File: src/rtl/hbv_pkg.sv
// Shared types, register indexes and constant functions for the
// Herschel-Bulkley viscosity pipeline. No dependencies.
package hbv_pkg;

   localparam logic [2:0] REG_MIN_RATE      = 3'd0;
   localparam logic [2:0] REG_MAX_RATE      = 3'd1;
   localparam logic [2:0] REG_CONSISTENCY   = 3'd2;
   localparam logic [2:0] REG_FLOW_EXPONENT = 3'd3;
   localparam logic [2:0] REG_YIELD_LEVEL   = 3'd4;

   localparam logic [31:0] MIN_RATE_RESET      = 32'd66;
   localparam logic [31:0] MAX_RATE_RESET      = 32'd65536000;
   localparam logic [31:0] CONSISTENCY_RESET   = 32'd65536;
   localparam logic [15:0] FLOW_EXPONENT_RESET = 16'd4096;
   localparam logic [31:0] YIELD_LEVEL_RESET   = 32'd0;

   localparam int LOG_STEPS = 16;
   localparam int EXP_STEPS = 16;
   localparam int DIV_STEPS = 32;

   // Item in flight through the log2 cells.
   typedef struct packed {
      logic [31:0] g;
      logic [4:0]  p;
      logic [30:0] x;
      logic [15:0] frac;
   } log_type;

   // Item in flight through the exp2 cells.
   typedef struct packed {
      logic [31:0]        g;
      logic signed [10:0] i;
      logic [15:0]        f;
      logic [30:0]        m;
   } exp_type;

   // Item in flight through the divider cells.
   typedef struct packed {
      logic [31:0] g;
      logic [31:0] rem;
      logic [31:0] lowq;
      logic        sat;
   } div_type;

   // Position of the highest set bit.
   function automatic logic [4:0] msb_pos(input logic [31:0] v);
      logic [4:0] p;
      p = '0;
      for (int b = 0; b < 32; b++) begin
         if (v[b]) begin
            p = 5'(b);
         end
      end
      return p;
   endfunction

   // Truncated integer square root, evaluated at elaboration only.
   function automatic logic [63:0] isqrt64(input logic [63:0] v_in);
      logic [63:0] v;
      logic [63:0] res;
      logic [63:0] bitv;
      v    = v_in;
      res  = '0;
      bitv = 64'd1 << 62;
      for (int n = 0; n < 32; n++) begin
         if (v >= res + bitv) begin
            v   = v - (res + bitv);
            res = (res >> 1) + bitv;
         end else begin
            res = res >> 1;
         end
         bitv = bitv >> 2;
      end
      return res;
   endfunction

   // Q1.30 value of 2^(2^-k), built by repeated square roots from 2.
   function automatic logic [30:0] pow_factor(input int k);
      logic [63:0] r;
      r = 64'd2 << 30;
      for (int n = 1; n <= k; n++) begin
         r = isqrt64(r << 30);
      end
      return r[30:0];
   endfunction

endpackage

File: src/rtl/hbv_log_cell.sv
// One squaring step of the log2 fraction: yields one fraction bit.
// Depends on hbv_pkg.
module hbv_log_cell (
   input  logic             clock,
   input  logic             reset,
   input  logic             en,
   input  logic             in_valid,
   input  hbv_pkg::log_type in_data,
   output logic             out_valid,
   output hbv_pkg::log_type out_data
);

   logic             valid_ff;
   hbv_pkg::log_type data_ff;
   hbv_pkg::log_type data_in;
   logic [61:0]      sq;
   logic [31:0]      y;

   always_comb begin
      sq      = 62'(in_data.x) * 62'(in_data.x);
      y       = sq[61:30];
      data_in = in_data;
      data_in.frac = {in_data.frac[14:0], y[31]};
      data_in.x    = y[31] ? y[31:1] : y[30:0];
   end

   always_ff @(posedge clock) begin
      if (reset) begin
         valid_ff <= 1'b0;
      end else if (en) begin
         valid_ff <= in_valid;
      end
   end

   always_ff @(posedge clock) begin
      if (en) begin
         data_ff <= data_in;
      end
   end

   assign out_valid = valid_ff;
   assign out_data  = data_ff;

endmodule

File: config.mk
export PLATFORM = sky130hd
export DESIGN_NAME = hbv_log_cell
export DESIGN_NICKNAME = d
export VERILOG_FILES = /design/src/rtl/hbv_pkg.sv /design/src/rtl/hbv_log_cell.sv
export SDC_FILE = /design/constraint.sdc
export NUM_CORES = 2
export LEC_CHECK = 0
export BUFFER_PORTS_ARGS = -buffer_cell sky130_fd_sc_hd__buf_2
export CAP_MARGIN = 10
export CORE_MARGIN = 1.5
export CORE_UTILIZATION = 30
export CTS_BUF_LIST = sky130_fd_sc_hd__clkbuf_8
export DETAILED_ROUTE_END_ITERATION = 16
export GPL_TIMING_DRIVEN = 0
export PLACE_DENSITY = 0.57
export SLEW_MARGIN = 20
export SYNTH_ARGS = -nofsm -noshare
export SYNTH_HDL_FRONTEND = slang
export SYNTH_SLANG_ARGS = --single-unit
File: constraint.sdc
create_clock -name clock -period 16.7 [get_ports clock]
set_clock_uncertainty 0.05 [all_clocks]
set_input_delay 0.835 -clock clock [delete_from_list [all_inputs] [get_ports clock]]
set_output_delay 0.835 -clock clock [all_outputs]
set_load 0.01 [all_outputs]
Word level (Yosys, flattened, before mapping)
Cells that the tools add are included.

Logic and storage cells: 8. Register bits after elaboration: 85.

Multipliers: 1. Mux-type cells: 1.

Operators by type and width (number): multiplier 31 x 31 -> 62 bit (1); 2-to-1 mux 30 bit (1).

Depth between registers and ports, before layout
Depth in word-level cells: 2. Mapped depth: 32.

Least setup slack after synthesis
No wires, ideal clock.

Path kind: input-to-reg. Start point: input port in_data[32] (netlist bit). End point: register data_ff (netlist bit out_data[41]) (data pin). Data arrival time: 8.183 ns. Data required time: 16.390 ns. Path slack: 8.207 ns. Library setup time: 0.260 ns. Stages on the path: 26. Path through: clkbuf_1 -> clkbuf_1 -> nand2_1 -> fa_1 -> inv_1 -> fa_1 -> inv_1 -> fa_1 -> fa_1 -> inv_1 -> fa_1 -> fa_1 -> fa_1 -> fa_1 -> ha_1 -> a21o_1 -> and3_4 -> a211o_1 -> a221oi_2 -> nand3_2 -> a221oi_2 -> o31ai_1 -> or3_4 -> a31o_1 -> xor2_1 -> mux2_2.

RTL lines: start, declared (RTL line hbv_log_cell.sv:8) `input hbv_pkg::log_type in_data,`; end signal, assigned (RTL line hbv_log_cell.sv:37) `data_ff <= data_in;`; end, declared (RTL line hbv_log_cell.sv:14) `hbv_pkg::log_type data_ff;`.

==> metrics.csv <==
stage;metric;value;unit
run_status;outcome;finished clean;
critical_path;cp.arrival;10.96;ns
global_routing;grt_pass1_wl;138700;µm
floorplan;fp.dieW;317.9;µm
cts;cts_tree;done;
critical_path;endpoint_kind;flip-flop;
detailed_routing;post_drt_via_cell_ratio;4.658;
yosys;synthXorXnorAreaFrac;1.758;%
sta;maxSlewViolCount;0;
critical_path;crit_top_cell;fa_1;
critical_path;slowest_delay;0.99;ns
final_layout;drive_gt1_share;6.874;%
yosys;async_reset_ff_share;0;%
critical_path;cp_num_buf_inv;7;
yosys;synth_largest_area_cell;fa_1;
critical_path;crit_path_max_fanout;10;
yosys;synth_fa_ha_area_share;61.59;%
yosys;synthTopCellsByArea;fa_1 (50%), inv_1 (12%), ha_1 (11%), edfxtp_1 (8.5%), and2_1 (3.9%);
yosys;synth.avg_cell_area;9.898;µm²
detailed_routing;postRouteAntennaNets;0;
place;gp_congestion;0.9639;
detailed_routing;wl;91900;µm
critical_path;setup.worst_path.start_class;input pin;
cts;cts.sinks;85;
sta;setup_tns;0;ns
final_layout;area_growth;8.977;%
sta;tightest_slew;1.308;ns
yosys;synth_ff_type;edfxtp_1;
yosys;ys_warn_count;0;
yosys;synth-seq-cells;85;
cts;cts.repair.resized;0;
detailed_routing;first_pass_iters;5;
critical_path;path_delay_family;adder cells;
sta;worst_slack;5.805;ns
sta;fmax;91.78;MHz
yosys;syn_inst;3005;
critical_path;crit_type;in -> reg;
cts;clock_path_buffers;2;
global_routing;antenna_found_initial;9;
sta;layout_min_cycle_time;10.90;ns
yosys;yosysTopAreaCellShare;50.28;%
sta;finalHoldViolCount;0;
final_layout;layout_common_cells;inv_1 (921), fa_1 (747), nand2_1 (295);
detailed_routing;via_count;20870;
floorplan;die_area;0.1010;mm²
sta;slew_headroom;12.80;%
critical_path;required;16.76;ns
global_routing;grt_pass1_vias;22700;
final_layout;final_common_cell;inv_1;
yosys;synth_compound_area_share;4.093;%
global_routing;overflow;0;
cts;path_clk_slew;0.08;ns
sta;period_share;65.24;%
detailed_routing;route.detailed.drc;0;
yosys;syn_area;0.02974;mm²
cts;htree_levels;3;
yosys;synth_edf_count;84;
floorplan;io-pin-count;173;
global_routing;grt.total_usage;18.50;%
cts;ctsHoldBuffers;0;
sta;rsz0062_at_grt;no;
yosys;synth_top_family_by_area;adder cells;
cts;clockRootBuffer;clkbuf_8;
place;port_buffers;164;
detailed_routing;drt_iter0_markers;1597;
floorplan;core_area;0.09828;mm²
place;place_ws;5.733;ns
detailed_routing;wire_per_inst;20.51;µm
yosys;yosys.area_share.simple;9.898;%
global_routing;grt_max_degree;61;
yosys;ys_types;68;
critical_path;slowest_stage;clkbuf_1;
cts;post_cts.repair.setup_buffers;0;
floorplan;start_util;30.27;%
floorplan;dieHeight;317.9;µm
cts;numCtsBuffers;9;
final_layout;nets;4285;
cts;clk_latency;0.36;ns
sta;setup_viol_count_final;0;
yosys;synth.net_count;4109;
run;cap_violations;0;
worst_hold_path;worstHoldPathType;reg -> reg;
yosys;ys_seq_area_share;8.548;%
place;dpl.hpwl;76210;µm
floorplan;num_rows;115;
yosys;synthMuxAreaShare;1.081;%
==> logic make-up after synthesis <==
family	Yosys count
simple gates	611
flops	85
fa+ha+maj	1016
mux	30
xor+xnor	58
compound gates	180
buf+inv	1025
==> per-stage QoR <==
step                hold slack, ns  utilization (%)  cells  cell area, µm²
floorplan                   0.4779                -   3005           29740
global placement            0.4326            32.74   4456           32170
detailed placement          0.4442            32.77   4457           32210
CTS                         0.4652            32.96   4473           32390
global route                0.4964            32.97   4477           32410
finish                      0.4584            32.98   4480           32410
==> worst min-delay path, cell delays in order, from the launching register on <==
cell and delay (ns):
dfxtp_1 0.33, mux2i_1 0.07, nor2_1 0.07
==> metal layers <==
layer,GRT usage (%),vias to the layer above,share of wire [%]
met2,30.86,826,48
met4,6.496,0,4.0
met3,4.038,147,8.5
met1,23.60,10790,40
li1,-,9106,-
met5,0,-,0
==> worst paths after layout <==
path / start / end / slack [ns] / cells past startpoint
setup / recovery: in_data[23] / out_data[43]$_DFFE_PP_ / 5.80 / 27
setup reg to reg: out_valid$_SDFFE_PP0P_ / out_valid$_SDFFE_PP0P_ / 16.06 / 2
hold / removal: out_valid$_SDFFE_PP0P_ / out_valid$_SDFFE_PP0P_ / 0.46 / 2
hold reg to reg: out_valid$_SDFFE_PP0P_ / out_valid$_SDFFE_PP0P_ / 0.46 / 2
==> state kept, by name, indices dropped and copies added, names as in the netlist <==
register	flops
out_valid	1
out_data	84
==> area by class of cell <==
cell class | count | area (µm²)
diodes | 7 | 17.52
clock inverters | 7 | 61.31
plain buffers | 106 | 431.7
clock buffers | 9 | 123.9
repair buffers | 165 | 850.8
inverters | 919 | 3450
well taps | 1287 | 1610
flip-flops and latches | 85 | 2542
fillers | 10200 | 65860
multi-input cells | 1895 | 23330
==> synthesized netlist by cell type (all sizes together), types with 10 or more instances <==
library cell,instances
inv,918
fa,747
nand2,295
ha,269
and2,187
clkbuf,100
edfxtp,84
a21oi,57
nor2,55
a21o,32
xnor2,32
o21ai,26
xor2,26
mux2,17
mux2i,13
nand3,12
nor2b,11
o21bai,10
Power is not shown: default switching activity piles up to over one toggle a cycle in this logic, so the estimate is an artifact.
