<file path="src/rtl/hbv_pkg.sv">
// Shared types, register indexes and constant functions for the
// Herschel-Bulkley viscosity pipeline. No dependencies.
package hbv_pkg;

   localparam logic [2:0] REG_MIN_RATE      = 3'd0;
   localparam logic [2:0] REG_MAX_RATE      = 3'd1;
   localparam logic [2:0] REG_CONSISTENCY   = 3'd2;
   localparam logic [2:0] REG_FLOW_EXPONENT = 3'd3;
   localparam logic [2:0] REG_YIELD_LEVEL   = 3'd4;

   localparam logic [31:0] MIN_RATE_RESET      = 32'd66;
   localparam logic [31:0] MAX_RATE_RESET      = 32'd65536000;
   localparam logic [31:0] CONSISTENCY_RESET   = 32'd65536;
   localparam logic [15:0] FLOW_EXPONENT_RESET = 16'd4096;
   localparam logic [31:0] YIELD_LEVEL_RESET   = 32'd0;

   localparam int LOG_STEPS = 16;
   localparam int EXP_STEPS = 16;
   localparam int DIV_STEPS = 32;

   // Item in flight through the log2 cells.
   typedef struct packed {
      logic [31:0] g;
      logic [4:0]  p;
      logic [30:0] x;
      logic [15:0] frac;
   } log_type;

   // Item in flight through the exp2 cells.
   typedef struct packed {
      logic [31:0]        g;
      logic signed [10:0] i;
      logic [15:0]        f;
      logic [30:0]        m;
   } exp_type;

   // Item in flight through the divider cells.
   typedef struct packed {
      logic [31:0] g;
      logic [31:0] rem;
      logic [31:0] lowq;
      logic        sat;
   } div_type;

   // Position of the highest set bit.
   function automatic logic [4:0] msb_pos(input logic [31:0] v);
      logic [4:0] p;
      p = '0;
      for (int b = 0; b < 32; b++) begin
         if (v[b]) begin
            p = 5'(b);
         end
      end
      return p;
   endfunction

   // Truncated integer square root, evaluated at elaboration only.
   function automatic logic [63:0] isqrt64(input logic [63:0] v_in);
      logic [63:0] v;
      logic [63:0] res;
      logic [63:0] bitv;
      v    = v_in;
      res  = '0;
      bitv = 64'd1 << 62;
      for (int n = 0; n < 32; n++) begin
         if (v >= res + bitv) begin
            v   = v - (res + bitv);
            res = (res >> 1) + bitv;
         end else begin
            res = res >> 1;
         end
         bitv = bitv >> 2;
      end
      return res;
   endfunction

   // Q1.30 value of 2^(2^-k), built by repeated square roots from 2.
   function automatic logic [30:0] pow_factor(input int k);
      logic [63:0] r;
      r = 64'd2 << 30;
      for (int n = 1; n <= k; n++) begin
         r = isqrt64(r << 30);
      end
      return r[30:0];
   endfunction

endpackage

</file>
<file path="src/rtl/hbv_div_cell.sv">
// One restoring-division step: one quotient bit per cell.
// Depends on hbv_pkg.
module hbv_div_cell (
   input  logic             clock,
   input  logic             reset,
   input  logic             en,
   input  logic             in_valid,
   input  hbv_pkg::div_type in_data,
   output logic             out_valid,
   output hbv_pkg::div_type out_data
);

   logic             valid_ff;
   hbv_pkg::div_type data_ff;
   hbv_pkg::div_type data_in;
   logic [32:0]      r2;
   logic [32:0]      diff;
   logic             ge;

   always_comb begin
      r2      = {in_data.rem, in_data.lowq[31]};
      diff    = r2 - {1'b0, in_data.g};
      ge      = r2 >= {1'b0, in_data.g};
      data_in = in_data;
      data_in.rem  = ge ? diff[31:0] : r2[31:0];
      data_in.lowq = {in_data.lowq[30:0], ge};
   end

   always_ff @(posedge clock) begin
      if (reset) begin
         valid_ff <= 1'b0;
      end else if (en) begin
         valid_ff <= in_valid;
      end
   end

   always_ff @(posedge clock) begin
      if (en) begin
         data_ff <= data_in;
      end
   end

   assign out_valid = valid_ff;
   assign out_data  = data_ff;

endmodule

</file>
<file path="config.mk">
export PLATFORM = sky130hd
export DESIGN_NAME = hbv_div_cell
export DESIGN_NICKNAME = d
export VERILOG_FILES = /design/src/rtl/hbv_pkg.sv /design/src/rtl/hbv_div_cell.sv
export SDC_FILE = /design/constraint.sdc
export NUM_CORES = 1
export LEC_CHECK = 0
export ABC_AREA = 1
export BUFFER_PORTS_ARGS = -buffer_cell sky130_fd_sc_hd__buf_4
export CORE_MARGIN = 2
export CORE_UTILIZATION = 47
export CTS_CLUSTER_DIAMETER = 50
export DETAILED_ROUTE_END_ITERATION = 7
export HOLD_SLACK_MARGIN = 0.02
export PLACE_DENSITY_LB_ADDON = 0.12
export SLEW_MARGIN = 20
export SYNTH_ARGS = -nofsm -noshare
export SYNTH_HDL_FRONTEND = slang
export SYNTH_SLANG_ARGS = --single-unit
</file>
<file path="constraint.sdc">
create_clock -name clock -period 1.9 [get_ports clock]
set_input_delay 0.285 -clock clock [delete_from_list [all_inputs] [get_ports clock]]
set_output_delay 0.285 -clock clock [all_outputs]
set_load 0.02 [all_outputs]
</file>
; Word-level counts from Yosys, hierarchy flattened
; Cells that the tools add are included.
[word_totals]
regBits = 98
input_bits = 101
output_inout_bits = 98
word_cells = 8
[op_classes]
add_sub_neg = 1
magnitude_cmp = 1
n_mux = 1
[ops]
columns = operator, count
row1 = greater-or-equal comparator 33 x 32 -> 1 bit, 1
row2 = two-way mux 32 bit, 1
row3 = subtractor 32 bit, 1

; Longest topological paths before layout
[depth]
depth_word = 2
mapped_depth = 16
mapped_depth_nobuf = 14

; Worst setup path before layout
; Ideal clock, no wire load.
[synth_timing]
path_kind = input port to flip-flop
from = in in_data[32] in the netlist's numbering
to = reg data_ff (netlist bit out_data[49]) (data pin)
setup_time_ns = 0.252
arrival_time_ns = 1.647
setup_slack_ns = 0.000
cell_stages = 13
path_cell_list = inv_1 ha_1 fa_1 inv_1 nand3_1 nand3_1 nand2_1 nand3_1 nand3_1 nand2_1 nand2_1 nand3_2 nand2_1
[synth_lines]
columns = item, line_no
row1 = from (decl), hbv_div_cell.sv:8  ; input hbv_pkg::div_type in_data,
row2 = to (signal assigned), hbv_div_cell.sv:39  ; data_ff <= data_in;
row3 = to (decl), hbv_div_cell.sv:14  ; hbv_pkg::div_type data_ff;

==> run summary <==
The proportion of power drawn by flip-flops and latches came out at 39.0%. The count of flip-flops with a built-in enable after synthesis is 97. The flip-flop cell with the highest count after synthesis is sky130_fd_sc_hd__edfxtp_1. The category of the worst setup path capture point is a flip-flop. Once detail routing completed, the nets flagged for antenna violations numbered 0. The final worst clock skew came out at 0 ns.

The violation count after the first detailed-route iteration is 385. The number of primary I/O pins is 199. The mean post-synth cell area came out at 8.18 µm². The signal on the critical path passes through buf_4 -> inv_1 -> ha_1 -> inv_1 -> nor3_2 -> nand2_1 -> a21oi_2 -> nor2_4 -> buf_4 -> buf_6 -> nand3_1 -> nand2_1. The worst setup path is launched from a primary input.

After detailed placement, the total cell area comes to 8550 µm². The register area share after synthesis is 48.0%. The routed via count divided by cell count came out at 4.73.

The count of standard-cell rows is 41. The kind of cell with the highest combined delay on the critical path is simple AND/OR/NAND/NOR gates. The total non-filler cell area in the finished layout is 9360 µm².

The power per standard cell area is 742 nW/µm². The flop and latch count out of synthesis is 98. The number of standard cells in the final layout excluding fillers is 1236. Ranked by total cell area, the synthesized netlist is headed by sky130_fd_sc_hd__edfxtp_1, sky130_fd_sc_hd__nand2_1, sky130_fd_sc_hd__inv_1. The tree is rooted in a sky130_fd_sc_hd__clkbuf_16. The switching fraction of total power came out at 30.0%. The worst hold slack came out at 0.0817 ns. When the netlist entered floorplanning its net count stood at 881. The area overhead of the layout relative to synthesis is 53.3%. After the last flow step, the layout net total stands at 1193. The maximum fanout along the worst path came out at 21. The yosys synthesis warning count came out at 0.

During placement, the flow inserted port buffers numbering 198. The total clock buffers created by CTS is 9. The initial cell density of the core came out at 48.2%. The dominant cell type by area after synthesis is sky130_fd_sc_hd__edfxtp_1. The actual transition at the worst max-transition pin came out at 0.333 ns. The hold violation total from the final report is 0. The number of distinct library cells after synthesis is 28. After synthesis the cells add up to 6110 µm². In the routed design, unresolved DRC markers number 0. On the worst path, the slowest cell contributes a delay of 0.33 ns.

The total number of H-tree levels is 3. The global-route usage over all layers came out at 23.7%. For this design the static power due to leakage is 4.81 nW. The largest net degree at the start of global routing is 52.

The utilization after layout is 73.9%. The cell count of the worst reg-to-reg path came out at 2. The layout filler cell count came out at 978. Counting buffers and inverters, the worst setup path is 12 cells deep. The total via count in the routed design came out at 5848.

The clock transition time at the flip-flop clock pins of the worst setup and hold paths came out at 0.07 ns. The area share of the largest cell type after synthesis is 47.7%. The die area came out at 13900 µm². At the worst endpoint, the required time is 2.01 ns. From bottom edge to top edge, the die measures 118 µm. The sink count of the clock tree is 98. The design internal power is 4.86 mW. The clock network latency to the later pin of the worst-skew pair is 0.35 ns. The number of inserted diodes came out at 0. In this run, the clock network consumes 28.9% of the power.

The logic gate share of total power is 32.1%. The global-route wire length before repair is 26.3 mm. The post-route clock period utilization is 96.0%.

The highest clock rate came out at 548 MHz. The sum of net half-perimeters after detailed placement came out at 12.7 mm. The largest individual stage delay along the critical path comes from the cell sky130_fd_sc_hd__ha_1.

The max-cap check violation count is 0. The first detailed-routing pass took 5 iterations. The path class of the tightest hold or removal check is primary input to flip-flop. The routed design has 16.9 mm of wire. Synthesis handed over a netlist of 747 instances. The number of hold buffers added after cts is 0.

The share of layout cells above drive strength 1 is 37.2%. The max-slew headroom at the worst pin came out at 77.8%. The critical path buffer and inverter count came out at 5.

The TritonCTS clock tree is yes. The share of synthesized registers carrying an async set or reset came out at 0%. The largest vdd supply drop came out at 0.453 mV.

The total global routing overflow came out at 0. The routed wirelength normalized by instance count came out at 13.7 µm. The flow ran to the end, and the final reports show no timing, DRC or antenna violations. The horizontal die dimension is 118 µm. The core region is 12700 µm². The deepest clock path buffer count came out at 2. The total net switching power is 2.08 mW.

Setup violations remaining at the end of the flow were counted as 0. The worst hold path was traced through 2 stages. The arrival time reported for the critical path endpoint is 1.93 ns. The via count of the first global-routing pass came out at 5504.

The critical path is of the primary input to flip-flop type. The number of placed cells counting well taps is 1212. The clock period minus worst slack is 1.82 ns.

The weighted congestion reported at the end of routability-driven placement is 0.896. The final count of pins violating max slew came out at 0. The number of antenna violations at the first check in global routing was 0.
## cells by family after synthesis
kind of cell	after synthesis	synth area share, %
simple gates	416	30.2
buf+inv	160	10.6
flops	98	48.0
fa+ha+maj	33	6.88
compound gates	25	2.13
xor+xnor	14	2.01
mux	1	0.164
## cell usage after synthesis (3+ instances only)
library cell	number
sky130_fd_sc_hd__a21oi_1	21
sky130_fd_sc_hd__and2_1	8
sky130_fd_sc_hd__buf_2	7
sky130_fd_sc_hd__edfxtp_1	97
sky130_fd_sc_hd__ha_1	32
sky130_fd_sc_hd__inv_1	150
sky130_fd_sc_hd__nand2_1	274
sky130_fd_sc_hd__nand2_2	3
sky130_fd_sc_hd__nand3_1	56
sky130_fd_sc_hd__nand3_2	11
sky130_fd_sc_hd__nand3b_1	11
sky130_fd_sc_hd__nand4_1	3
sky130_fd_sc_hd__nor2_1	35
sky130_fd_sc_hd__nor2_2	3
sky130_fd_sc_hd__nor3_1	6
sky130_fd_sc_hd__nor3_2	3
sky130_fd_sc_hd__xor2_1	13
## final cells by class
cell class                 instances  area, µm²  area share [%]
clock buffer                      10        229            2.45
tap                              172        215            2.30
inverter                         150        563            6.01
sequential                        98       2930            31.3
timing repair buffer             310       2390            25.5
clock inverter                     6       98.8            1.06
multi-input combinational        490       2940            31.4
## power by group through the flow
stage,clock [mW],combinational [mW],sequential [mW]
2_1_floorplan,0,0.779,3.04
3_3_place_gp,0,2.05,2.75
3_5_place_dp,0,2.08,2.75
4_1_cts,2.04,2.09,2.71
5_1_grt,2.13,2.45,2.73
6_report,2.01,2.23,2.71
## state kept, by name, indices dropped and copies added, names as in the netlist
name,cells
out_data,97
out_valid,1
## timing repair
action | 4_1_cts | 5_1_grt
pin swaps | 0 | 7
cloned | 0 | 2
setup buffers | 0 | 6
setup endpoints to repair | 21 | 32
resized for setup | 2 | 54
## metal layers
metal / vias up / wire [µm] / GRT usage (%)
li1: 2978 / - / -
met1: 2634 / 7630 / 30.9
met2: 211 / 7920 / 39.6
met3: 25 / 1050 / 4.84
met4: 0 / 337 / 7.68
met5: - / 0 / 0
## stage by stage
stage	power [mW]	setup slack, ns	TNS, ns
5_1_grt	7.31	-0.0330	-0.123
6_report	6.95	0.0751	0
3_5_place_dp	4.83	-0.420	-11.67
2_1_floorplan	3.82	0.000295	0
3_3_place_gp	4.80	-0.409	-10.19
4_1_cts	6.84	0.00857	0
## path summary, 6_finish.rpt
path               start            to  slack [ns]
max          in_data[96]  out_data[50]        0.08
min                reset     out_valid        0.08
max reg2reg    out_valid     out_valid        1.32
min reg2reg    out_valid     out_valid        0.50
## cells in the final DEF, fill, tap and decap left out
cell and instances:
sky130_fd_sc_hd__buf_4 305, sky130_fd_sc_hd__nand2_1 267, sky130_fd_sc_hd__inv_1 150, sky130_fd_sc_hd__edfxtp_1 97, sky130_fd_sc_hd__nand3_1 54, sky130_fd_sc_hd__nor2_1 25
sky130_fd_sc_hd__ha_4 24, sky130_fd_sc_hd__a21oi_1 19, sky130_fd_sc_hd__nand3_2 13, sky130_fd_sc_hd__xor2_1 13, sky130_fd_sc_hd__nor2_2 11, sky130_fd_sc_hd__nand3b_1 11
sky130_fd_sc_hd__nand2_2 10, sky130_fd_sc_hd__clkbuf_16 10, sky130_fd_sc_hd__and2_1 8, sky130_fd_sc_hd__ha_1 8, sky130_fd_sc_hd__nor3_1 5, sky130_fd_sc_hd__nor3_2 3
sky130_fd_sc_hd__nand2_8 3, sky130_fd_sc_hd__nand4_1 3, sky130_fd_sc_hd__nor2_4 3, sky130_fd_sc_hd__buf_12 3, sky130_fd_sc_hd__a21oi_2 2, sky130_fd_sc_hd__a21o_1 2
sky130_fd_sc_hd__o21ai_0 2, sky130_fd_sc_hd__bufinv_16 2, sky130_fd_sc_hd__inv_8 2, sky130_fd_sc_hd__nor3_4 1, sky130_fd_sc_hd__xnor2_1 1, sky130_fd_sc_hd__mux2i_1 1
sky130_fd_sc_hd__fa_2 1, sky130_fd_sc_hd__clkinv_4 1, sky130_fd_sc_hd__clkinvlp_4 1, sky130_fd_sc_hd__clkbuf_1 1, sky130_fd_sc_hd__dfxtp_1 1, sky130_fd_sc_hd__buf_6 1
(Power assumes the default switching activity.)
