[config.mk]
export PLATFORM = sky130hd
export DESIGN_NAME = hbv_exp_cell
export DESIGN_NICKNAME = d
export VERILOG_FILES = /design/src/rtl/hbv_pkg.sv /design/src/rtl/hbv_exp_cell.sv
export SDC_FILE = /design/constraint.sdc
export NUM_CORES = 1
export LEC_CHECK = 0
export BUFFER_PORTS_ARGS = -buffer_cell sky130_fd_sc_hd__buf_2
export CAP_MARGIN = 15
export CORE_ASPECT_RATIO = 1.25
export CORE_MARGIN = 2
export CORE_UTILIZATION = 42
export CTS_CLUSTER_DIAMETER = 60
export DETAILED_ROUTE_END_ITERATION = 8
export GPL_ROUTABILITY_DRIVEN = 0
export PLACE_DENSITY = 0.7
export SYNTH_ARGS = -nofsm -noshare
export SYNTH_HDL_FRONTEND = slang
export SYNTH_SLANG_ARGS = --single-unit
[constraint.sdc]
create_clock -name clock -period 9.8 [get_ports clock]
set_input_delay 0.98 -clock clock [delete_from_list [all_inputs] [get_ports clock]]
set_output_delay 0.98 -clock clock [all_outputs]
set_load 0.01 [all_outputs]
[src/rtl/hbv_pkg.sv]
// Shared types, register indexes and constant functions for the
// Herschel-Bulkley viscosity pipeline. No dependencies.
package hbv_pkg;

   localparam logic [2:0] REG_MIN_RATE      = 3'd0;
   localparam logic [2:0] REG_MAX_RATE      = 3'd1;
   localparam logic [2:0] REG_CONSISTENCY   = 3'd2;
   localparam logic [2:0] REG_FLOW_EXPONENT = 3'd3;
   localparam logic [2:0] REG_YIELD_LEVEL   = 3'd4;

   localparam logic [31:0] MIN_RATE_RESET      = 32'd66;
   localparam logic [31:0] MAX_RATE_RESET      = 32'd65536000;
   localparam logic [31:0] CONSISTENCY_RESET   = 32'd65536;
   localparam logic [15:0] FLOW_EXPONENT_RESET = 16'd4096;
   localparam logic [31:0] YIELD_LEVEL_RESET   = 32'd0;

   localparam int LOG_STEPS = 16;
   localparam int EXP_STEPS = 16;
   localparam int DIV_STEPS = 32;

   // Item in flight through the log2 cells.
   typedef struct packed {
      logic [31:0] g;
      logic [4:0]  p;
      logic [30:0] x;
      logic [15:0] frac;
   } log_type;

   // Item in flight through the exp2 cells.
   typedef struct packed {
      logic [31:0]        g;
      logic signed [10:0] i;
      logic [15:0]        f;
      logic [30:0]        m;
   } exp_type;

   // Item in flight through the divider cells.
   typedef struct packed {
      logic [31:0] g;
      logic [31:0] rem;
      logic [31:0] lowq;
      logic        sat;
   } div_type;

   // Position of the highest set bit.
   function automatic logic [4:0] msb_pos(input logic [31:0] v);
      logic [4:0] p;
      p = '0;
      for (int b = 0; b < 32; b++) begin
         if (v[b]) begin
            p = 5'(b);
         end
      end
      return p;
   endfunction

   // Truncated integer square root, evaluated at elaboration only.
   function automatic logic [63:0] isqrt64(input logic [63:0] v_in);
      logic [63:0] v;
      logic [63:0] res;
      logic [63:0] bitv;
      v    = v_in;
      res  = '0;
      bitv = 64'd1 << 62;
      for (int n = 0; n < 32; n++) begin
         if (v >= res + bitv) begin
            v   = v - (res + bitv);
            res = (res >> 1) + bitv;
         end else begin
            res = res >> 1;
         end
         bitv = bitv >> 2;
      end
      return res;
   endfunction

   // Q1.30 value of 2^(2^-k), built by repeated square roots from 2.
   function automatic logic [30:0] pow_factor(input int k);
      logic [63:0] r;
      r = 64'd2 << 30;
      for (int n = 1; n <= k; n++) begin
         r = isqrt64(r << 30);
      end
      return r[30:0];
   endfunction

endpackage

[src/rtl/hbv_exp_cell.sv]
// One conditional multiply of the exp2 mantissa by 2^(2^-K).
// Depends on hbv_pkg.
module hbv_exp_cell #(
   parameter int K = 1
) (
   input  logic             clock,
   input  logic             reset,
   input  logic             en,
   input  logic             in_valid,
   input  hbv_pkg::exp_type in_data,
   output logic             out_valid,
   output hbv_pkg::exp_type out_data
);

   localparam logic [30:0] FACTOR = hbv_pkg::pow_factor(K);

   logic             valid_ff;
   hbv_pkg::exp_type data_ff;
   hbv_pkg::exp_type data_in;
   logic [61:0]      prod;

   always_comb begin
      prod    = 62'(in_data.m) * 62'(FACTOR);
      data_in = in_data;
      if (in_data.f[16-K]) begin
         data_in.m = prod[60:30];
      end
   end

   always_ff @(posedge clock) begin
      if (reset) begin
         valid_ff <= 1'b0;
      end else if (en) begin
         valid_ff <= in_valid;
      end
   end

   always_ff @(posedge clock) begin
      if (en) begin
         data_ff <= data_in;
      end
   end

   assign out_valid = valid_ff;
   assign out_data  = data_ff;

endmodule

# [After elaboration in Yosys (flattened, before gate mapping)]
# Index checks and enable logic that the tools add are counted.
[word_totals] register_bits=91 in_bits=94 out_inout_bits=91 wordCells=7
[classes] multipliers=1 muxes=1
[op_table] cell="$mul A31 B31 Y61 const B" n=1
[op_table] cell="$mux W31" n=1

# [Logic depth before layout (Yosys ltp)]
# Gate-level depths: netlist (run 1).
[depth] word_depth=2 ltp_mapped=25

# [Least setup slack after synthesis (run 1)]
# Ideal clock, no wire load.
[synth_path] path_kind="input-to-reg" start="input port in_data[18] (netlist name)" end="register data_ff (netlist bit out_data[19]) (data pin)" arrival_ns=7.497 setup_slack_ns=2.042 path_stages=25 path_cell_list="ha_1 > fa_1 > inv_1 > fa_1 > inv_1 > fa_1 > inv_1 > fa_1 > inv_1 > fa_1 > fa_1 > inv_1 > fa_1 > inv_1 > ha_1 > buf_2 > nand3_1 > or3_4 > nor4_2 > and4bb_1 > nor3_2 > o21a_4 > o31ai_1 > mux2_1 > a221o_1"
[synth_rtl] item="start, declared" line_no="hbv_exp_cell.sv:10" source="input hbv_pkg::exp_type in_data,"
[synth_rtl] item="end signal, assigned" line_no="hbv_exp_cell.sv:40" source="data_ff <= data_in;"
[synth_rtl] item="end, declared" line_no="hbv_exp_cell.sv:18" source="hbv_pkg::exp_type data_ff;"

==> summary.txt, run 1 <==
Status
  – Outcome: complete, no violations

Synthesis
  – Share of the synthesized area in the top cell type: 33.9%
  – Primary flip-flop cell chosen by synthesis mapping: edfxtp_1
  – Cell count after synthesis: 1817
  – Commonest cells in the synthesized netlist: 540 x inv_1, 413 x ha_1, 330 x fa_1
  – Cell area after technology mapping: 0.0195 sq mm
  – Library cell with the largest summed area after synthesis: fa_1
  – Part of the Yosys area used for sequential elements: 14.0%
  – Adder and majority cell fraction of the synthesized area: 60.5%
  – Synth area leaders: fa_1 34%, ha_1 27%, edfxtp_1 14%, inv_1 10%, a21oi_1 1.5%
  – #FFs+latches synth: 91
  – Fraction of synthesized area in multiplexers: 1.34%
  – Xor-xnor portion of the synthesized cell area: 2.25%
  – Mean post-synth cell area: 10.7 sq um
  – Proportion of register bits with asynchronous set or reset after synthesis: 0%
  – Number of nets produced by synthesis: 2654
  – Synthesis warning total: 0
  – Largest family of logic cells by synthesized area: adder cells
  – Synthesized-area fraction occupied by and/or/nand/nor cells: 4.39%
  – Compound-cell area share of the yosys netlist: 6.84%
  – Library cell with the highest instance count after synthesis: inv_1
  – EDFF count, synth: 90
  – Number of library cell types mapped by synthesis: 74

Timing
  – Relative slew margins: 38.2%
  – Unrepaired setup endpoints after global routing: no
  – Final Worst Setup Slack: 1520 ps
  – Final number of hold-violating endpoints: 0
  – Final TNS setup: 0 ps
  – Final cycle utilization of the critical path: 84.5%
  – Highest Clock Rate: 121 MHz
  – Setup clock skew after layout: 0 ps
  – Actual slew at the worst max-slew pin: 927 ps
  – Final count of negative-setup-slack endpoints: 0
  – Final max-slew violation count: 0
  – Final critical-path required period: 8280 ps

Critical path
  – R2r setup slk: 9210 ps
  – Cell with the biggest individual delay on the critical path: fa_1
  – Crit path launch type: primary input
  – Peak per-stage delay on the critical path: 550 ps
  – Capturing point of the worst reg2reg path: out_valid
  – Peak fanout along the critical path: 10
  – Element type at the critical path end: flop
  – Critical path's most frequent cell: fa_1
  – Setup CP Type: in -> reg
  – Worst R2R Start: out_valid
  – Required time worst endpoint: 9900 ps
  – Worst-case reg-to-reg path depth: 2
  – Arrival time worst endpoint: 8380 ps

Floorplanning
  – Die width: 197 microns
  – Die Footprint: 0.0481 sq mm
  – Chip Height: 245 microns
  – Starting density of the core: 42.4%
  – CORE AREA: 0.0459 sq mm
  – Count of standard-cell rows: 88
  – I/O pin count: 185

Route
  – 1st-pass router iterations: 5
  – Via count: 13769
  – Total Wirelength: 52300 microns
  – Count of routing violations after the opening detailed-route iteration: 674
  – Drt wl/cell: 20.2 microns
  – Antenna Violating Nets Remaining: 0
  – Remaining DRCs: 0
  – Via density per instance: 5.31

Final layout
  – Signed area change from the synthesized netlist to the final layout: 9.89%
  – Net total in the final layout: 2840
  – Final non-filler cell area: 0.0214 sq mm
  – Diode count: 0
  – Filler cell count in the final layout: 4255
  – Share of post-route cells with drive strength above 1: 12.2%

Flow run
  – Max capacitance violation total: 0

Clock network
  – Worst-Skew Late Latency: 340 ps
  – Clock Tree Root: clkbuf_16
  – Clock buffers created by TritonCTS: 9
  – Clock sink count: 91
  – Max Root-Sink Buffers: 2
  – Clock Pin Slew Worst Setup and Hold Paths: 70 ps
  – Post-CTS Repair Setup Buffers: 0
  – Post-CTS Hold Fix Bufs: 0
  – Cts repair resizes: 0
  – TritonCTS clock tree: done
  – Number of levels in the clock H-tree: 3

GRT
  – Pin count of the biggest net entering global routing: 73
  – Via count of the first global-routing pass: 15572
  – Residual overflow from global routing: 0
  – Initial antenna violation count: 1
  – Global-route wire length before repair: 83500 microns
  – Total routing resource utilization after global routing: 22.9%

Hold path
  – Number of instances on the worst hold path: 2
  – Hold-critical path endpoint: out_valid
  – Hold_sp: out_valid
  – Path class of the lowest-slack min-delay path: reg -> reg

Place
  – Half-perimeter wire length of the detailed placement result: 43800 microns
  – Number of input and output port buffers inserted: 184
  – Instance area after placement: 0.0211 sq mm
  – Post-Place Worst Slack: 1250 ps
worst max-delay path by stage:
stage,slack [ps],cells past startpoint,endpoint,startpoint
floorplan,2040,25,out_data[19],in_data[18]
global placement,1340,25,out_data[19],in_data[18]
detailed placement,1250,25,out_data[19],in_data[18]
CTS,1620,25,out_data[19],in_data[18]
global route,1210,25,out_data[19],in_data[18]
finish,1520,25,out_data[19],in_data[18]
state kept, by name, summed over array words and instances (netlist names):
name / cells
out_data: 90
out_valid: 1
placed cells by master (no fill, tap or decap), drive strengths merged, types with 3 or more instances in the layout:
cell     count
a21o        38
inv        544
ha         413
a2111oi      6
xor2        25
and2        10
o21bai       3
clkbuf      10
nand2       38
nor2        32
nor2b        7
and3         9
a211oi       7
edfxtp      90
nand4       16
o31ai        4
nand3       15
xnor2       25
o21ai       33
nand2b       6
buf        189
fa         330
mux2        21
a21boi       3
nor4         4
a21oi       60
o21a         9
a31oi        6
o211ai       5
nor3        14
o311ai       3
worst max-delay path: cells and delay by family:
kind	cells	cell delay, ps
buf+inv	7	710
compound gates	3	840
fa+ha+maj	9	4340
mux	1	350
simple gates	5	1150
logic make-up after synthesis:
group	Yosys count
compound gates	195
xor+xnor	50
fa+ha+maj	743
buf+inv	554
flops	91
mux	23
simple gates	161
per-stage QoR:
| stage | hold WS, ps | utilization (%) | cells |
|---|---|---|---|
| final | 510 | 46.6 | 2593 |
| after CTS | 508 | 46.6 | 2593 |
| after detailed placement | 487 | 46.0 | 2577 |
| after global routing | 591 | 46.6 | 2593 |
| after floorplan | 528 | - | 1817 |
| after global placement | 471 | 46.0 | 2577 |
layer usage:
layer / track usage (%) / up-vias / wire [microns]
met5: 0 / - / 13
met3: 3.38 / 161 / 2710
met2: 42.2 / 450 / 27200
met1: 25.3 / 6968 / 19100
li1: - / 6188 / -
met4: 12.4 / 2 / 3310
area by class of cell:
type | count | area (sq um) | share of cell area (%)
Timing Repair Buffer | 189 | 961 | 4.49
Tap cell | 585 | 732 | 3.42
Clock inverter | 6 | 56.3 | 0.263
Sequential cell | 91 | 2720 | 12.7
Inverter | 540 | 2030 | 9.48
Clock buffer | 10 | 229 | 1.07
Multi-Input combinational cell | 1172 | 14700 | 68.5
Power of run 1 is not shown: default switching activity piles up to over one toggle a cycle in this logic, so the estimate is an artifact.
==> run 2: changes to the inputs <==
--- a/config.mk
+++ b/config.mk
@@ -5,6 +5,7 @@
 export SDC_FILE = /design/constraint.sdc
 export NUM_CORES = 1
 export LEC_CHECK = 0
+export ABC_AREA = 1
 export BUFFER_PORTS_ARGS = -buffer_cell sky130_fd_sc_hd__buf_2
 export CAP_MARGIN = 15
 export CORE_ASPECT_RATIO = 1.25
@@ -13,7 +14,7 @@
 export CTS_CLUSTER_DIAMETER = 60
 export DETAILED_ROUTE_END_ITERATION = 8
 export GPL_ROUTABILITY_DRIVEN = 0
-export PLACE_DENSITY = 0.7
+export PLACE_DENSITY = 0.72
 export SYNTH_ARGS = -nofsm -noshare
 export SYNTH_HDL_FRONTEND = slang
 export SYNTH_SLANG_ARGS = --single-unit
==> constraint.sdc (replaced) <==
create_clock -name clock -period 7.3 [get_ports clock]
set_input_delay 0.73 -clock clock [delete_from_list [all_inputs] [get_ports clock]]
set_output_delay 0.73 -clock clock [all_outputs]
set_load 0.01 [all_outputs]
==> summary.txt, run 2 <==
Route
  – 1st-pass router iterations: 5 (unchanged)
  – Count of routing violations after the opening detailed-route iteration: 1034 (+53%)
  – Via count: 16218 (+18%)
  – Via density per instance: 4.98 (-6.2%)
  – Routed metal-1 wire length: 23800 microns (+25%)
  – Max Used Layer: met5
  – Antenna Violating Nets Remaining: 0 (unchanged)
  – Total Wirelength: 61000 microns (+17%)
  – Amount of wire on met2 after detailed routing: 30200 microns (+11%)
  – Remaining DRCs: 0 (unchanged)
  – Drt wl/cell: 18.8 microns (-7.1%)
  – Detailed-routed wire length on met3: 3100 microns (+14%)

Synthesis
  – Share of the synthesized area in the top cell type: 31.4% (-2.5 points)
  – EDFF count, synth: 90 (unchanged)
  – #FFs+latches synth: 91 (unchanged)
  – Library cell with the highest instance count after synthesis: inv_1
  – Number of library cell types mapped by synthesis: 31 (-58%)
  – Synthesized-area fraction occupied by and/or/nand/nor cells: 13.0% (+8.6 points)
  – Primary flip-flop cell chosen by synthesis mapping: edfxtp_1
  – Number of nets produced by synthesis: 3210 (+21%)
  – Largest family of logic cells by synthesized area: adder cells
  – Synthesis warning total: 0 (unchanged)
  – Cell count after synthesis: 2373 (+31%)
  – Compound-cell area share of the yosys netlist: 3.57% (-3.3 points)
  – Commonest cells in the synthesized netlist: 713 x inv_1, 413 x ha_1, 409 x nand2_1
  – Fraction of synthesized area in multiplexers: 0.0476% (-1.3 points)
  – Mean post-synth cell area: 8.85 sq um (-17%)
  – Synth area leaders: fa_1 31%, ha_1 25%, edfxtp_1 13%, inv_1 13%, nand2_1 7.3%
  – Xor-xnor portion of the synthesized cell area: 1.21% (-1.0 points)
  – Adder and majority cell fraction of the synthesized area: 56.0% (-4.5 points)
  – Part of the Yosys area used for sequential elements: 13.0% (-1.0 points)
  – Cell area after technology mapping: 0.0210 sq mm (+8.0%)
  – Library cell with the largest summed area after synthesis: fa_1
  – Proportion of register bits with asynchronous set or reset after synthesis: 0% (unchanged)

Timing
  – Final cycle utilization of the critical path: 90.5%
  – Final count of negative-setup-slack endpoints: 0 (unchanged)
  – Final number of hold-violating endpoints: 0 (unchanged)
  – Final max-slew violation count: 0 (unchanged)
  – Actual slew at the worst max-slew pin: 1050 ps (+118 ps)
  – Relative slew margins: 30.3% (-7.9 points)
  – Final TNS setup: 0 ps (unchanged)
  – Setup clock skew after layout: 0 ps (unchanged)
  – Highest Clock Rate: 151 MHz
  – Final critical-path required period: 6610 ps
  – Unrepaired setup endpoints after global routing: no

Critical path
  – Element type at the critical path end: flop
  – Peak per-stage delay on the critical path: 530 ps (-20 ps)
  – Arrival time worst endpoint: 6720 ps (-1660 ps)
  – Peak fanout along the critical path: 7 (-3)
  – Worst-case reg-to-reg path depth: 2 (unchanged)
  – Capturing point of the worst reg2reg path: out_valid
  – Crit path launch type: primary input
  – Cell with the biggest individual delay on the critical path: fa_1
  – R2r setup slk: 6700 ps (-2510 ps)
  – Required time worst endpoint: 7410 ps (-2490 ps)
  – Worst R2R Start: out_valid
  – Critical path's most frequent cell: inv_1
  – Setup CP Type: in -> reg

Floorplanning
  – Chip Height: 254 microns (+3.8%)
  – Die Footprint: 0.0518 sq mm (+7.8%)
  – CORE AREA: 0.0494 sq mm (+7.6%)
  – Starting density of the core: 42.5% (+0.13 points)
  – I/O pin count: 185 (unchanged)
  – Die width: 204 microns (+3.8%)
  – Count of standard-cell rows: 91 (+3.4%)

Place
  – Half-perimeter wire length of the detailed placement result: 53800 microns (+23%)
  – Number of input and output port buffers inserted: 184 (unchanged)

Final layout
  – Multi-input logic area: 0.0155 sq mm (+5.9%)
  – Largest register FFs: 90 (unchanged)
  – Most frequent standard cell in the layout excluding fill and tap cells: inv_1
  – Filler cell count in the final layout: 4769 (+12%)
  – Signed area change from the synthesized netlist to the final layout: 10.9%
  – Commonest cells after routing, fill and taps aside: 713 x inv_1, 413 x ha_1, 409 x nand2_1
  – Net total in the final layout: 3436 (+21%)
  – Share of post-route cells with drive strength above 1: 11.3% (-0.82 points)
  – Seq. cell area: 0.00272 sq mm (unchanged)
  – Diode count: 0 (unchanged)

Clock network
  – Clock Tree Root: clkbuf_16
  – Worst-Skew Late Latency: 350 ps (about the same)
  – Max Root-Sink Buffers: 2 (unchanged)
  – Clock buffers created by TritonCTS: 9 (unchanged)
  – Clock sink count: 91 (unchanged)
  – TritonCTS clock tree: done
  – Cts repair resizes: 0 (unchanged)
  – Post-CTS Repair Setup Buffers: 0 (unchanged)
  – Clock Pin Slew Worst Setup and Hold Paths: 80 ps (about the same)
  – Number of levels in the clock H-tree: 3 (unchanged)
  – Post-CTS Hold Fix Bufs: 0 (unchanged)

GRT
  – Total routing resource utilization after global routing: 24.2% (+1.3 points)
  – Residual overflow from global routing: 0 (unchanged)
  – Global-route wire length before repair: 94600 microns (+13%)
  – Initial antenna violation count: 1 (unchanged)
  – Pin count of the biggest net entering global routing: 73 (unchanged)
  – Via count of the first global-routing pass: 17334 (+11%)

Hold path
  – Number of instances on the worst hold path: 2 (unchanged)
  – Hold-critical path endpoint: out_valid
  – Hold_sp: out_valid
  – Path class of the lowest-slack min-delay path: reg -> reg

Flow run
  – Max capacitance violation total: 0 (unchanged)

Status
  – Outcome: complete, no violations
## run 2: how the worst max path moves through the flow
stage                      from      endpoint  slack [ps]
floorplan           in_data[18]  out_data[16]        1000
global placement     in_data[9]   out_data[7]         340
detailed placement  in_data[23]   out_data[2]         330
CTS                 in_data[23]   out_data[2]         710
global route         in_data[9]   out_data[7]         350
finish               in_data[9]   out_data[7]         690
## run 2: per-stage QoR
stage                     instances  utilization, %  hold slack (ps)  setup WS (ps)  instance area [sq um]
after global routing           3255            47.2              519            350                  23300
after CTS                      3255            47.2              513            709                  23300
after detailed placement       3239            46.5              505            334                  23000
after global placement         3239            46.5              474            339                  23000
after floorplan                2373               -              528           1000                  21000
final                          3255            47.2              514            693                  23300
## run 2: layout make-up
class                   instances  area share, %
flip-flops and latches         91           11.7
multi-input cells            1544           66.6
clock inverters                 5          0.263
clock buffers                  11           1.04
repair buffers                221           5.15
inverters                     732           11.8
well taps                     651           3.49
## run 2: logic make-up (layout without fill, tap and decap cells)
| kind of cell | after synthesis | after routing |
|---|---|---|
| DFF | 91 | 91 |
| adders and majority gates | 743 | 743 |
| buffers and inverters | 738 | 969 |
| and+or+nand+nor | 632 | 632 |
| xor gates and xnor gates | 29 | 29 |
| muxes | 1 | 1 |
| AOI/OAI and AO/OA | 139 | 139 |
## run 2: metal layers
metal	vias up	track usage, %
li1	7644	-
met1	7895	29.0
met2	496	42.2
met3	181	2.55
met5	-	0
met4	2	13.8
## run 2: critical path, delay by kind of cell
kind | cells | cell delay [ps]
simple gates | 8 | 910
compound gates | 1 | 270
fa+ha+maj | 9 | 4060
buf+inv | 9 | 750
Power of run 2 is left out for the same reason.
==> run 3: changes to the inputs <==
--- a/config.mk
+++ b/config.mk
@@ -6,15 +6,17 @@
 export NUM_CORES = 1
 export LEC_CHECK = 0
 export ABC_AREA = 1
+export ABC_CLOCK_PERIOD_IN_PS = 7300
 export BUFFER_PORTS_ARGS = -buffer_cell sky130_fd_sc_hd__buf_2
 export CAP_MARGIN = 15
 export CORE_ASPECT_RATIO = 1.25
-export CORE_MARGIN = 2
+export CORE_MARGIN = 3
 export CORE_UTILIZATION = 42
 export CTS_CLUSTER_DIAMETER = 60
 export DETAILED_ROUTE_END_ITERATION = 8
 export GPL_ROUTABILITY_DRIVEN = 0
 export PLACE_DENSITY = 0.72
+export SETUP_SLACK_MARGIN = 0.15
 export SYNTH_ARGS = -nofsm -noshare
 export SYNTH_HDL_FRONTEND = slang
 export SYNTH_SLANG_ARGS = --single-unit
==> summary.txt, run 3 (same netlist as run 2, synthesis figures left out) <==
Floorplanning
  – CORE AREA: 0.0494 sq mm (unchanged)
  – I/O pin count: 185 (unchanged)
  – Chip Height: 256 microns (+0.79%)
  – Die Footprint: 0.0528 sq mm (+1.8%)
  – Die width: 206 microns (+0.98%)
  – Count of standard-cell rows: 91 (unchanged)
  – Starting density of the core: 42.5% (unchanged)

Clock network
  – Worst-Skew Late Latency: 350 ps (about the same)
  – Clock Tree Root: clkbuf_16
  – Clock sink count: 91 (unchanged)
  – TritonCTS clock tree: done
  – Max Root-Sink Buffers: 2 (unchanged)
  – Clock Pin Slew Worst Setup and Hold Paths: 70 ps (about the same)
  – Clock buffers created by TritonCTS: 9 (unchanged)
  – Cts repair resizes: 0 (unchanged)
  – Post-CTS Hold Fix Bufs: 0 (unchanged)
  – Post-CTS Repair Setup Buffers: 0 (unchanged)
  – Number of levels in the clock H-tree: 3 (unchanged)

Timing
  – Worst hold-check slack: 497 ps (-17.2 ps)
  – Final TNS setup: 0 ps (unchanged)
  – Actual slew at the worst max-slew pin: 1090 ps (+48.9 ps)
  – Final count of negative-setup-slack endpoints: 0 (unchanged)
  – Final cycle utilization of the critical path: 91.3% (+0.79 points)
  – Setup clock skew after layout: 0 ps (unchanged)
  – Final critical-path required period: 6670 ps (+57.8 ps)
  – Relative slew margins: 27.0% (-3.3 points)
  – Final number of hold-violating endpoints: 0 (unchanged)
  – Final max-slew violation count: 0 (unchanged)
  – Highest Clock Rate: 150 MHz (-0.87%)
  – Unrepaired setup endpoints after global routing: no

Place
  – Half-perimeter wire length of the detailed placement result: 53100 microns (-1.3%)
  – Number of input and output port buffers inserted: 184 (unchanged)

Route
  – Drt wl/cell: 18.6 microns (-0.71%)
  – Total Wirelength: 60700 microns (-0.56%)
  – 1st-pass router iterations: 7 (+2)
  – Via density per instance: 4.97 (-0.34%)
  – Antenna Violating Nets Remaining: 0 (unchanged)
  – Count of routing violations after the opening detailed-route iteration: 927 (-10%)
  – Via count: 16188 (-0.18%)
  – Remaining DRCs: 0 (unchanged)

Final layout
  – Filler cell count in the final layout: 4748 (-0.44%)
  – Diode count: 0 (unchanged)
  – Most frequent standard cell in the layout excluding fill and tap cells: inv_1
  – Net total in the final layout: 3441 (+0.15%)
  – Share of post-route cells with drive strength above 1: 11.5% (+0.17 points)
  – Largest register FFs: 90 (unchanged)
  – Commonest cells after routing, fill and taps aside: 713 x inv_1, 413 x ha_1, 409 x nand2_1
  – Signed area change from the synthesized netlist to the final layout: 11.1%

Critical path
  – Arrival time worst endpoint: 6770 ps (+50 ps)
  – Setup CP Type: in -> reg
  – Worst R2R Start: out_valid
  – Start point of the critical path: in_data[24]
  – Crit path launch type: primary input
  – R2r setup slk: 6720 ps (+20 ps)
  – Capturing point of the worst reg2reg path: out_valid
  – Worst-case reg-to-reg path depth: 2 (unchanged)
  – Element type at the critical path end: flop
  – CP endpoint: out_data[19]
  – Peak fanout along the critical path: 6 (-1)
  – Required time worst endpoint: 7410 ps (about the same)

GRT
  – Pin count of the biggest net entering global routing: 78 (+6.8%)
  – Residual overflow from global routing: 0 (unchanged)
  – Global-route wire length before repair: 95500 microns (+0.93%)
  – Via count of the first global-routing pass: 17873 (+3.1%)
  – Initial antenna violation count: 1 (unchanged)
  – Total routing resource utilization after global routing: 23.6% (-0.54 points)

Status
  – Outcome: complete, no violations

Flow run
  – Max capacitance violation total: 0 (unchanged)

Hold path
  – Path class of the lowest-slack min-delay path: reg -> reg
==> run 3: cell types whose count changed in the layout (fill, tap and decap cells not counted), sizes merged <==
cell,before,now
buf,221,226
clkbuf,11,9
clkinv,1,3
clkinvlp,2,1
inv,733,734
==> run 3: worst min path at each step <==
stage | start | cells after the start | endpoint | slack [ps]
final | out_valid | 2 | out_valid | 500
after global routing | reset | 2 | out_valid | 510
after CTS | out_valid | 2 | out_valid | 500
after detailed placement | out_valid | 2 | out_valid | 480
after global placement | out_valid | 2 | out_valid | 470
after floorplan | out_valid | 2 | out_valid | 530
==> run 3: cell type report <==
| class | count | area (sq um) | share of cell area (%) |
|---|---|---|---|
| Clock buffer | 9 | 225 | 0.965 |
| Clock inverter | 7 | 75.1 | 0.322 |
| Inverter | 732 | 2750 | 11.8 |
| Multi-Input combinational cell | 1544 | 15500 | 66.5 |
| Sequential cell | 91 | 2720 | 11.7 |
| Tap cell | 651 | 815 | 3.49 |
| Timing Repair Buffer | 226 | 1240 | 5.31 |
==> run 3: worst max-delay path, stage by stage <==
cell and delay [ps]:
buf_2 270, ha_1 350, inv_1 120, fa_1 440, fa_1 540, inv_1 50, fa_1 500, inv_1 60
fa_1 530, inv_1 50, fa_1 460, fa_1 500, inv_1 50, fa_1 470, inv_1 40, ha_1 360
nand2_1 130, inv_1 100, nand2_2 80, o21ai_0 350, inv_1 130, nand2_1 100, nand2_1 70, nand3_1 90
nand2_1 50, nand3_1 70, nand2_1 60
==> run 3: routing by layer <==
metal	track usage (%)	wire length [microns]	vias to the layer above	part of all wire, %
li1	-	-	7650	-
met1	28.0	24000	7897	40
met2	41.9	30300	476	50
met3	2.62	2640	165	4.3
met4	12.1	3740	0	6.2
met5	0	0	-	0
==> run 3: per-stage QoR <==
step                cells  worst slack [ps]  util, %  instance area, sq um
floorplan            2373              1000        -                 21000
global placement     3244               378     46.6                 23000
detailed placement   3244               290     46.6                 23000
CTS                  3260               674     47.2                 23300
global route         3260               357     47.2                 23300
finish               3260               635     47.2                 23300
Power of run 3 is left out for the same reason.
